## config.mk

```make
export PLATFORM = sky130hd
export DESIGN_NAME = buffer_pool_frame_manager_unit
export DESIGN_NICKNAME = d
export VERILOG_FILES = /design/src/rtl/bpfm_pkg.sv /design/src/rtl/buffer_pool_frame_manager_unit.sv /design/src/rtl/bpfm_scan.sv
export SDC_FILE = /design/constraint.sdc
export NUM_CORES = 2
export LEC_CHECK = 0
export BUFFER_PORTS_ARGS = -buffer_cell sky130_fd_sc_hd__clkbuf_2
export CAP_MARGIN = 20
export CORE_ASPECT_RATIO = 0.9
export CORE_MARGIN = 8
export CORE_UTILIZATION = 40
export DETAILED_ROUTE_END_ITERATION = 12
export MAX_ROUTING_LAYER = met4
export PLACE_DENSITY = 0.52
export SLEW_MARGIN = 40
export SYNTH_ARGS = -nofsm -noshare
export SYNTH_HDL_FRONTEND = slang
export SYNTH_SLANG_ARGS = --single-unit
export TNS_END_PERCENT = 30
```

## constraint.sdc

```tcl
create_clock -name clk -period 12.2 [get_ports clk]
set_input_delay 1.22 -clock clk [delete_from_list [all_inputs] [get_ports clk]]
set_output_delay 1.22 -clock clk [all_outputs]
set_load 0.05 [all_outputs]
```

## src/rtl/bpfm_pkg.sv

```systemverilog
`timescale 1ns / 1ps
// ----------------------------------------------------------------------------
// bpfm_pkg
// shared types and constants for the buffer pool frame manager
// ----------------------------------------------------------------------------
package bpfm_pkg;

  localparam int NumFrames = 16;
  localparam int FrameBits = $clog2(NumFrames);
  localparam int CountBits = $clog2(NumFrames + 1);
  localparam int PinBits   = 16;
  localparam int PageBits  = 31;
  localparam int IoBits    = 32;
  localparam logic [PinBits-1:0] PinMax = {PinBits{1'b1}};

  typedef enum logic [1:0] {
    OP_PIN   = 2'd0,
    OP_UNPIN = 2'd1,
    OP_DIRTY = 2'd2,
    OP_FORCE = 2'd3
  } opcode_t;

  typedef enum logic [1:0] {
    ST_OK      = 2'd0,
    ST_ABSENT  = 2'd1,
    ST_ALLPIN  = 2'd2,
    ST_PINFULL = 2'd3
  } status_t;

  localparam logic CFG_MODE   = 1'b0;
  localparam logic CFG_FRAMES = 1'b1;

  typedef struct packed {
    logic [1:0]          status;
    logic [FrameBits-1:0] frame_index;
    logic                hit;
    logic                evicted_valid;
    logic [PageBits-1:0] evicted_page;
    logic                wrote_back;
    logic [IoBits-1:0]   read_io_count;
    logic [IoBits-1:0]   write_io_count;
  } result_t;

  // request from the sequencer to the shared frame scan unit
  typedef struct packed {
    logic                 start;
    logic [FrameBits-1:0] first;
  } scan_req_t;

  typedef struct packed {
    logic                 done;
    logic                 found;
    logic [FrameBits-1:0] frame;
  } scan_rsp_t;

endpackage

```

## src/rtl/buffer_pool_frame_manager_unit.sv

```systemverilog
`timescale 1ns / 1ps
// ----------------------------------------------------------------------------
// buffer_pool_frame_manager_unit
// page frame pool with pin/unpin/dirty/force, fifo or lru replacement
// ----------------------------------------------------------------------------
// channel   dir  fields
// s_axis    in   tdata: opcode[1:0], page_number[32:2]
// m_axis    out  tdata: status, frame_index, hit, evicted_valid, evicted_page,
//                       wrote_back, read_io_count, write_io_count
// cfg       in   wr_en, wr_index, wr_data
// frame search, empty search and victim search each walk the frames one per
// cycle in a single shared compare unit. rst is synchronous. the next item is
// taken once the result register is free; an output stall holds the block.
// ----------------------------------------------------------------------------
module buffer_pool_frame_manager_unit import bpfm_pkg::*; (
  input  logic          clk,
  input  logic          rst,
  input  logic          s_axis_tvalid,
  output logic          s_axis_tready,
  input  logic [39:0]   s_axis_tdata,   // opcode, page_number
  output logic          m_axis_tvalid,
  input  logic          m_axis_tready,
  output logic [103:0]  m_axis_tdata,   // status, frame_index, hit, evicted_valid,
                                        // evicted_page, wrote_back, read_io_count,
                                        // write_io_count
  input  logic          wr_en,
  input  logic          wr_index,
  input  logic [4:0]    wr_data
);

  typedef enum logic [6:0] {
    S_IDLE  = 7'b0000001,
    S_FIND  = 7'b0000010,
    S_EMPTY = 7'b0000100,
    S_VICT  = 7'b0001000,
    S_EXEC  = 7'b0010000,
    S_TOUCH = 7'b0100000,
    S_OUT   = 7'b1000000
  } state_t;

  state_t state;
  logic mode;
  logic [4:0] frames_cfg;
  logic [PageBits-1:0] frame_page [NumFrames];
  logic [NumFrames-1:0] fvalid, fdirty;
  logic [PinBits-1:0] pins [NumFrames];
  logic [FrameBits-1:0] order [NumFrames];
  logic [FrameBits-1:0] fifo_pointer;
  logic [IoBits-1:0] reads_total, writes_total;

  opcode_t op;
  logic [PageBits-1:0] page;
  logic found;
  logic [FrameBits-1:0] fidx, tgt;
  logic have_tgt, evict;
  logic [FrameBits-1:0] tpos;
  logic [CountBits-1:0] n;
  result_t res;

  scan_req_t sreq;
  scan_rsp_t srsp;
  logic [FrameBits-1:0] cur, cand_f;
  logic cand_hit;
  logic [CountBits-1:0] limit;

  always_comb begin
    if (frames_cfg == 5'd0) n = CountBits'(1);
    else if (frames_cfg > 5'(NumFrames)) n = CountBits'(NumFrames);
    else n = CountBits'(frames_cfg);
  end

  // fifo wraps within n: cur counts offset from start
  logic [FrameBits:0] fsum;
  logic [FrameBits-1:0] fstart;
  assign fstart = ({1'b0, fifo_pointer} < n) ? fifo_pointer : '0;
  assign fsum = {1'b0, fstart} + {1'b0, cur};

  always_comb begin
    cand_f = cur;
    cand_hit = 1'b0;
    limit = n;
    case (state)
      S_FIND:  cand_hit = fvalid[cur] && frame_page[cur] == page;
      S_EMPTY: cand_hit = !fvalid[cur];
      S_VICT: begin
        if (mode) begin
          cand_f = order[cur];
          limit = CountBits'(NumFrames);
          cand_hit = ({1'b0, cand_f} < n) && pins[cand_f] == '0;
        end else begin
          cand_f = (fsum >= n) ? FrameBits'(fsum - n) : FrameBits'(fsum);
          cand_hit = pins[cand_f] == '0;
        end
      end
      default: cand_hit = 1'b0;
    endcase
  end

  bpfm_scan u_scan (
    .clk(clk), .rst(rst), .req(sreq), .limit(limit),
    .cand_hit(cand_hit), .cur(cur), .rsp(srsp)
  );

  // victim frame captured at the cycle of the hit
  logic [FrameBits-1:0] vict_f;
  always_ff @(posedge clk) if (state == S_VICT && cand_hit) vict_f <= cand_f;

  assign s_axis_tready = state == S_IDLE;
  assign m_axis_tvalid = state == S_OUT;
  assign m_axis_tdata = {res.write_io_count, res.read_io_count, res.wrote_back,
    res.evicted_page, res.evicted_valid, res.hit, res.frame_index, res.status};

  always_ff @(posedge clk) begin
    if (rst) begin
      state <= S_IDLE;
      mode <= 1'b0;
      frames_cfg <= 5'd16;
      fvalid <= '0;
      fdirty <= '0;
      fifo_pointer <= '0;
      reads_total <= '0;
      writes_total <= '0;
      sreq <= '0;
      for (int i = 0; i < NumFrames; i++) begin
        pins[i] <= '0;
        order[i] <= FrameBits'(i);
      end
    end else begin
      sreq.start <= 1'b0;
      if (wr_en) begin
        if (wr_index == CFG_MODE) mode <= wr_data[0];
        else frames_cfg <= wr_data;
      end
      case (state)
        S_IDLE: if (s_axis_tvalid) begin
          op <= opcode_t'(s_axis_tdata[1:0]);
          page <= s_axis_tdata[32:2];
          sreq.start <= 1'b1;
          sreq.first <= '0;
          state <= S_FIND;
        end
        S_FIND: if (srsp.done) begin
          found <= srsp.found;
          fidx <= srsp.found ? srsp.frame : '0;
          have_tgt <= 1'b0;
          evict <= 1'b0;
          if (!srsp.found && op == OP_PIN) begin
            sreq.start <= 1'b1;
            state <= S_EMPTY;
          end else state <= S_EXEC;
        end
        S_EMPTY: if (srsp.done) begin
          sreq.start <= !srsp.found;
          have_tgt <= srsp.found;
          tgt <= srsp.frame;
          state <= srsp.found ? S_EXEC : S_VICT;
        end
        S_VICT: if (srsp.done) begin
          have_tgt <= srsp.found;
          evict <= srsp.found;
          tgt <= vict_f;
          state <= S_EXEC;
        end
        S_EXEC: begin
          res <= '0;
          res.frame_index <= fidx;
          res.hit <= found;
          res.read_io_count <= reads_total;
          res.write_io_count <= writes_total;
          state <= S_OUT;
          case (op)
            OP_PIN: if (found) begin
              if (pins[fidx] == PinMax) res.status <= ST_PINFULL;
              else begin
                pins[fidx] <= pins[fidx] + 1'b1;
                tgt <= fidx;
                state <= S_TOUCH;
              end
            end else if (!have_tgt) begin
              res.status <= ST_ALLPIN;
            end else begin
              if (evict) begin
                res.evicted_valid <= 1'b1;
                res.evicted_page <= frame_page[tgt];
                if (fdirty[tgt]) begin
                  res.wrote_back <= 1'b1;
                  writes_total <= writes_total + 1'b1;
                  res.write_io_count <= writes_total + 1'b1;
                end
                if (!mode) fifo_pointer <= ({1'b0, tgt} + 1'b1 >= n) ? '0 : tgt + 1'b1;
              end
              frame_page[tgt] <= page;
              fvalid[tgt] <= 1'b1;
              fdirty[tgt] <= 1'b0;
              pins[tgt] <= PinBits'(1);
              reads_total <= reads_total + 1'b1;
              res.read_io_count <= reads_total + 1'b1;
              res.frame_index <= tgt;
              state <= S_TOUCH;
            end
            OP_UNPIN: if (found && pins[fidx] != '0) pins[fidx] <= pins[fidx] - 1'b1;
              else res.status <= ST_ABSENT;
            OP_DIRTY: if (found) fdirty[fidx] <= 1'b1;
              else res.status <= ST_ABSENT;
            default: if (found) begin
              if (fdirty[fidx]) begin
                fdirty[fidx] <= 1'b0;
                writes_total <= writes_total + 1'b1;
                res.write_io_count <= writes_total + 1'b1;
                res.wrote_back <= 1'b1;
              end
            end else res.status <= ST_ABSENT;
          endcase
        end
        S_TOUCH: begin
          // shift entries after tgt's position down, put tgt at the top
          for (int q = 0; q < NumFrames - 1; q++)
            if (FrameBits'(q) >= tpos) order[q] <= order[q + 1];
          order[NumFrames-1] <= tgt;
          state <= S_OUT;
        end
        S_OUT: if (m_axis_tready) state <= S_IDLE;
        default: state <= S_IDLE;
      endcase
    end
  end

  always_comb begin
    tpos = '0;
    for (int p = NumFrames - 1; p >= 0; p--)
      if (order[p] == tgt) tpos = FrameBits'(p);
  end

endmodule

```

## src/rtl/bpfm_scan.sv

```systemverilog
`timescale 1ns / 1ps
// ----------------------------------------------------------------------------
// bpfm_scan
// shared compare unit: steps through candidate frames one per cycle
// ----------------------------------------------------------------------------
module bpfm_scan import bpfm_pkg::*; (
  input  logic                 clk,
  input  logic                 rst,
  input  scan_req_t            req,
  input  logic [CountBits-1:0] limit,
  input  logic                 cand_hit,    // candidate at cur matches
  output logic [FrameBits-1:0] cur,
  output scan_rsp_t            rsp
);

  logic [CountBits-1:0] steps;
  logic                 busy;
  logic [FrameBits-1:0] pos;

  assign cur = pos;

  always_ff @(posedge clk) begin
    if (rst) begin
      busy <= 1'b0;
      rsp  <= '0;
    end else begin
      rsp.done <= 1'b0;
      if (req.start) begin
        busy  <= 1'b1;
        pos   <= req.first;
        steps <= '0;
      end else if (busy) begin
        if (cand_hit) begin
          busy      <= 1'b0;
          rsp.done  <= 1'b1;
          rsp.found <= 1'b1;
          rsp.frame <= pos;
        end else if (steps + 1'b1 >= limit) begin
          busy      <= 1'b0;
          rsp.done  <= 1'b1;
          rsp.found <= 1'b0;
        end else begin
          steps <= steps + 1'b1;
          pos   <= pos + 1'b1;
        end
      end
    end
  end

endmodule

```

* Yosys cells after proc, flatten, opt, wreduce, memory -nomap -nowiden
Memory sizes are Yosys's and may differ from the RTL's. A register that Yosys moved wholly into a read port is not among the register bits.
Cells that the tools add are included.
Widths: inputs -> output; s select.
** Operators by class
- Add/subtract/negate cells :: 10
- Magnitude comparators :: 26
- Equality and inequality tests :: 41
- Mux-type cells :: 219
- Bitwise gates (word level) :: 34
- Reduce and logical (&&, ||, !) cells :: 44
** Operator list (count)
- $mux 4 :: 57
- $mux 32 :: 7
- $mux 65 :: 2
- $mux 16 :: 8
- $pmux 32 s2 :: 2
- $mux 1 :: 104
- $add 32x1->32 const B :: 2
- $eq 4x4->1 :: 16
- $mux 7 :: 9
- $mux 5 :: 10
- $pmux 7 s7 :: 1
- $pmux 16 s3 :: 1
- $mux 33 :: 1
- $and 16x16->16 :: 2
- $logic_not 16->1 :: 2
- $not 16->16 :: 2
- $or 16x16->16 :: 2
- $reduce_or 16->1 :: 2
- $eq 31x31->1 :: 1
- $ge 4x4->1 const A :: 7
- $reduce_and 4->1 :: 5
- $ne 2x2->1 const B :: 9
- $or 1x1->1 :: 17
- $add 16x1->16 const B :: 1
- other kinds (48) :: 104
** Storage, ports and cells
- Bits in registers :: 282
- Memory bits (writable) :: 816
- Input port bits :: 51
- Output and inout port bits :: 106
- Logic and storage cells :: 408
- Memories :: 3
** Memories
- frame_page :: depth 16, width 31, read ports 2, clocked after memory_dff 2, write ports 1, RTL line buffer_pool_frame_manager_unit.sv:44 : logic [PageBits-1:0] frame_page [NumFrames];
- pins :: depth 16, width 16, read ports 3, clocked after memory_dff 1, write ports 16, RTL line buffer_pool_frame_manager_unit.sv:46 : logic [PinBits-1:0] pins [NumFrames];
- order :: depth 16, width 4, read ports 17, clocked after memory_dff 1, write ports 16, RTL line buffer_pool_frame_manager_unit.sv:47 : logic [FrameBits-1:0] order [NumFrames];

* Logic depth before layout (Yosys ltp)
An unclocked memory read counts as a cell.
- Depth in word-level cells :: 24
- Depth in mapped cells :: 26
- Depth with buffers taken out :: 25

* Hierarchy
From an unflattened synthesis, not the netlist that was laid out.
** Second synthesis, totals
- Cell total of the unflattened synthesis :: 3661
- Area, all modules :: 53540.1 um^2
** By module, submodules not included
- buffer_pool_frame_manager_unit :: instances 1, cells each 3589, area each 52711.8 um^2, seq. area each 31510.2 um^2
- bpfm_scan :: instances 1, cells each 72, area each 828.3 um^2, seq. area each 410.4 um^2

* Worst setup path before layout
Ideal clock, no wire load.
- Path type :: input port to flip-flop
- Start point :: input rst
- End point :: memory pins[0][14] (data pin)
- Library setup time :: 0.270 ns
- Arrival time :: 9.455 ns
- Required time :: 11.930 ns
- Path slack :: 2.475 ns
- Stages :: 16
- Buffers on the path :: 1
- Cells stage by stage :: nor2_1 nand3_1 nor2_1 ha_1 a21o_1 a21oi_1 o21bai_1 a21oi_1 o21bai_1 a211oi_1 o21ai_0 a31o_2 a21oi_1 xor2_1 clkbuf_1 nor3_1
** RTL lines
- start, declared :: RTL line buffer_pool_frame_manager_unit.sv:17 : input logic rst,
- end, declared :: RTL line buffer_pool_frame_manager_unit.sv:46

* Worst setup path in the final report
- Start point :: register frames_cfg[4]
- End point :: register u_scan.steps[4], enable pin
** On the way
- Cells in the longest elaborated chain, start to end :: 14
- Elaborated cells between the ends (all ways) :: 22
- Those cells by class :: add/sub: 2; order compare: 5; eq/ne: 2; mux: 8; reduce/logical: 4; memory: 1
** RTL lines
- start, declared :: RTL line buffer_pool_frame_manager_unit.sv:43 : logic [4:0] frames_cfg;
- start signal, assigned :: RTL line buffer_pool_frame_manager_unit.sv:132 : else frames_cfg <= wr_data;
- $gt 5x5->1 :: RTL line buffer_pool_frame_manager_unit.sv:68 : else if (frames_cfg > 5'(NumFrames)) n = CountBits'(NumFrames);
- $mux 5 :: RTL line buffer_pool_frame_manager_unit.sv:68
- $mux 5 * :: RTL line buffer_pool_frame_manager_unit.sv:67 : if (frames_cfg == 5'd0) n = CountBits'(1);
- $lt 4x5->1 :: RTL line buffer_pool_frame_manager_unit.sv:75 : assign fstart = ({1'b0, fifo_pointer} < n) ? fifo_pointer : '0;
- $mux 4 :: RTL line buffer_pool_frame_manager_unit.sv:75
- $add 4x4->5 :: RTL line buffer_pool_frame_manager_unit.sv:76 : assign fsum = {1'b0, fstart} + {1'b0, cur};
- $sub 4x4->4 or $ge 5x5->1 (tied branches) :: RTL line buffer_pool_frame_manager_unit.sv:91 : cand_f = (fsum >= n) ? FrameBits'(fsum - n) : FrameBits'(fsum);
- $mux 4 :: RTL line buffer_pool_frame_manager_unit.sv:91
- $mem_v2 16x16
- $logic_not 16->1 :: RTL line buffer_pool_frame_manager_unit.sv:92 : cand_hit = pins[cand_f] == '0;
- $mux 1 :: RTL line buffer_pool_frame_manager_unit.sv:86 : if (mode) begin
- $pmux 1 s3 :: RTL line buffer_pool_frame_manager_unit.sv:82 : case (state)
- $ne 2x2->1 (no line)
- $reduce_and 4->1 (no line) *
- end signal, assigned :: RTL line bpfm_scan.sv:43 : steps <= steps + 1'b1;
- end, declared :: RTL line bpfm_scan.sv:16 : logic [CountBits-1:0] steps;
Every way passes the cells marked *; elsewhere a longest branch is shown, timed or not.
A chain may end at the register's enable or synchronous reset.

==> impl_metrics.tcl <==
set metrics [dict create \
    gp_congestion 0.873 \
    port_buffers 149 \
    min_path_type "reg2reg" \
    endpoint "u_scan.steps[4]" \
    grtUsageTotal_pct 21.3 \
    overflow 0 \
    cts_root_buf "clkbuf_16" \
    slew_headroom_pct 37.9 \
    cts_tree "yes" \
    synth_top_family_by_area "multiplexers" \
    drc 0 \
    synth-compound-area-share_pct 5.31 \
    finalInstanceArea_sq_mm 0.0611 \
    die_width_um 404 \
    yosysUniqueCellTypes 79 \
    synth_fp_nets 3903 \
    nNetsFinal 3997 \
    cp-start-kind "flip-flop" \
    drt_first_pass_iters 6 \
    synth_seq_area_share_pct 59.2 \
    cts_htree_levels 3 \
    numCtsBuffers 120 \
    hold_path_depth 2 \
    hold_buffers 0 \
    hold_viol_final 0 \
    synthAdderAreaFrac_pct 1.29 \
    dieArea_sq_mm 0.147 \
    rr_startpoint "frames_cfg[4]" \
    max-vdd-ir-drop_uv 118 \
    cp.arrival_ns 7.22 \
    syn_inst 3798 \
    fin_util_pct 45.3 \
    drv_cap 0 \
    yosys_warnings 0 \
    vias 33900 \
    crit_start "frames_cfg[4]" \
    fp.coreArea_sq_mm 0.135 \
    synth_area_per_cell_sq_um 14.2 \
    row_count 128 \
    status "complete, no violations" \
    die_y_um 365 \
    synthToLayoutAreaGrowth_pct 12.9 \
    initial_core_util_pct 40.1 \
    fin_crit_ns 6.87 \
    r2r-end "u_scan.steps[4]" \
    synth_flop_cell "edfxtp_1" \
    cts.path.max_buffers 3 \
    r2r_slack_ns 5.33 \
    powerDensity_mw_per_mm2 142 \
    criticalPathCategory "reg2reg" \
    grt_pass1_vias 33300 \
    slew_violations 0 \
    synthMuxAreaShare_pct 17.8 \
    worst_pin_slew_ns 0.908 \
    power.leakage_nw 20.4 \
    synth_edf_count 977 \
    drtIter0Drc 3169 \
    cts_resized 0 \
    clk_pin_slew_ns 0.06 \
    max_freq_mhz 146 \
    required_ns 12.55 \
    wl_mm 156 \
    antenna_found_initial 4 \
    power_w 0.00866 \
    ys_seq_elements 1110 \
    insertion_delay_ns 0.74 \
    cp-end-kind "flip-flop" \
    vias_per_cell 5.82 \
    setup_viol 0 \
    place_area_sq_mm 0.0569 \
    synth_simple_gate_area_share_pct 10.4 \
    postCtsSetupBuffers 0 \
    pin_count 157 \
    finalClockSkew_ns 0.0442 \
    antenna_left 0 \
    cts_sinks 1110 \
    synth-xor-area-share_pct 3.48 \
    grt_pass1_wl_mm 229 \
    async_flop_share_pct 0 \
    timing.setup.tns_ns 0 \
    period_share_pct 56.3 \
    worstHoldStart "frames_cfg[0]" \
    rsz0062_at_grt "no" \
    whs_ns 0.461 \
    avgRoutedWirePerCell_um 26.8 \
    grt_max_degree 88 \
    r2r_cells 24 \
    syn-cell-area_sq_mm 0.0541 \
    crit_fanout 9 \
    drive_above_1_share_pct 23.0 \
    dp_hpwl_mm 98.0 \
]
[synth_stat cells (10+ instances only)]
cell      number  area share [%]
nor2b_1       42            0.49
mux2_2        22            0.46
a21oi_1      130             1.2
nand4_1       44            0.51
o32a_1        16            0.30
nor2_1       395             2.7
a21o_1        11            0.15
nor3_2        10            0.19
nand3_1       64            0.59
and2_1        30            0.35
xor2_1       127             2.1
buf_2         59            0.55
nand2b_1      49            0.57
clkbuf_1     142            0.99
inv_1         66            0.46
ha_1          51             1.2
buf_4         16            0.22
xnor2_1       88             1.4
and3_1        59            0.68
edfxtp_1     977              54
dfxtp_1      133             4.9
mux4_2       372              15
o22ai_1       27            0.31
nand2_1      217             1.5
o211ai_1      11            0.15
a22oi_1       26            0.36
o21ai_0      104            0.96
a211oi_1      15            0.21
nor3_1        79            0.73
nor4_1        86            0.99
or3_1         26            0.30
or2_2         32            0.37
buf_1         29            0.20
mux2i_1       96             1.8
[report_power, final]
part	switching (W)	internal (W)	total [W]
combinational	0.000396	0.000257	0.000653
clock	0.00155	0.00219	0.00374
sequential	0.0000862	0.00418	0.00427
total	0.00203	0.00663	0.00866
[layout by cell type (no fill, tap or decap), types with 64 or more instances in the layout]
cell type,synthesis,routed
a21oi_1,130,130
clkbuf_16,0,121
clkbuf_2,0,148
dfxtp_1,133,122
edfxtp_1,977,977
inv_1,66,66
mux2i_1,96,96
mux4_2,372,372
nand2_1,217,207
nand3_1,64,64
nor2_1,395,375
nor3_1,79,78
nor4_1,86,85
o21ai_0,104,104
xnor2_1,88,87
xor2_1,127,126
[flip-flops by register name, summed over array words and instances, names as in the netlist, 7 cells and up, named ones only]
register	flops
frame_page	496
pins	256
m_axis_tdata	104
order	64
reads_total	32
writes_total	32
page	31
fdirty	16
fvalid	16
state	7
[layout make-up]
class | count | area (sq um)
antenna | 4 | 10.0
clock buffer | 144 | 3130
clock inverter | 83 | 890
fill | 12100 | 73800
inverter | 67 | 251
multi-input combinational | 2369 | 21000
sequential | 1110 | 32000
tap | 1820 | 2280
timing repair buffer | 224 | 1490
[worst min-delay path by stage]
stage	endpoint	slack, ns
after global routing	frames_cfg[0]	0.48
final	frames_cfg[0]	0.46
after floorplan	found	0.42
after CTS	frames_cfg[0]	0.46
after global placement	frames_cfg[0]	0.45
after detailed placement	frames_cfg[0]	0.46
[metrics by stage]
stage                     setup WS, ns  std cells
after floorplan                   2.48       3798
after global placement            5.26       5580
after detailed placement          5.37       5585
after CTS                         5.34       5812
after global routing              4.80       5819
final                             5.33       5821
[layer usage]
| layer | track usage [%] | part of all wire (%) | vias to the layer above |
|---|---|---|---|
| met5 | - | 0 | - |
| met4 | 5.30 | 2.7 | 0 |
| met3 | 3.67 | 6.8 | 246 |
| met2 | 32.6 | 46 | 1137 |
| met1 | 29.7 | 45 | 17500 |
| li1 | - | - | 15000 |
[cell families after synthesis]
kind of cell,Yosys count
simple gates,1161
xor+xnor,215
compound gates,448
flops,1110
mux,491
buf+inv,319
fa+ha+maj,54
[critical path, cell delays in order, from the launching register on]
cell and delay, ns:
dfxtp_1 0.37, inv_1 0.20, nand2_1 0.22, ha_1 0.34, o21a_1 0.11, o21ai_0 0.07
nand2b_1 0.07, a21oi_1 0.06, nor2_1 0.21, nor2b_1 0.09, ha_1 0.22, fa_1 0.43
xor2_1 0.20, ha_1 0.35, o21a_1 0.20, o31a_1 0.11, o22ai_1 0.32, mux2_2 0.52
mux2i_1 0.20, mux2_2 0.30, o2111ai_1 0.21, a211oi_1 0.18, nor3_1 0.58, a21oi_1 0.29
nor2_1 0.63
(Power assumes the default switching activity.)
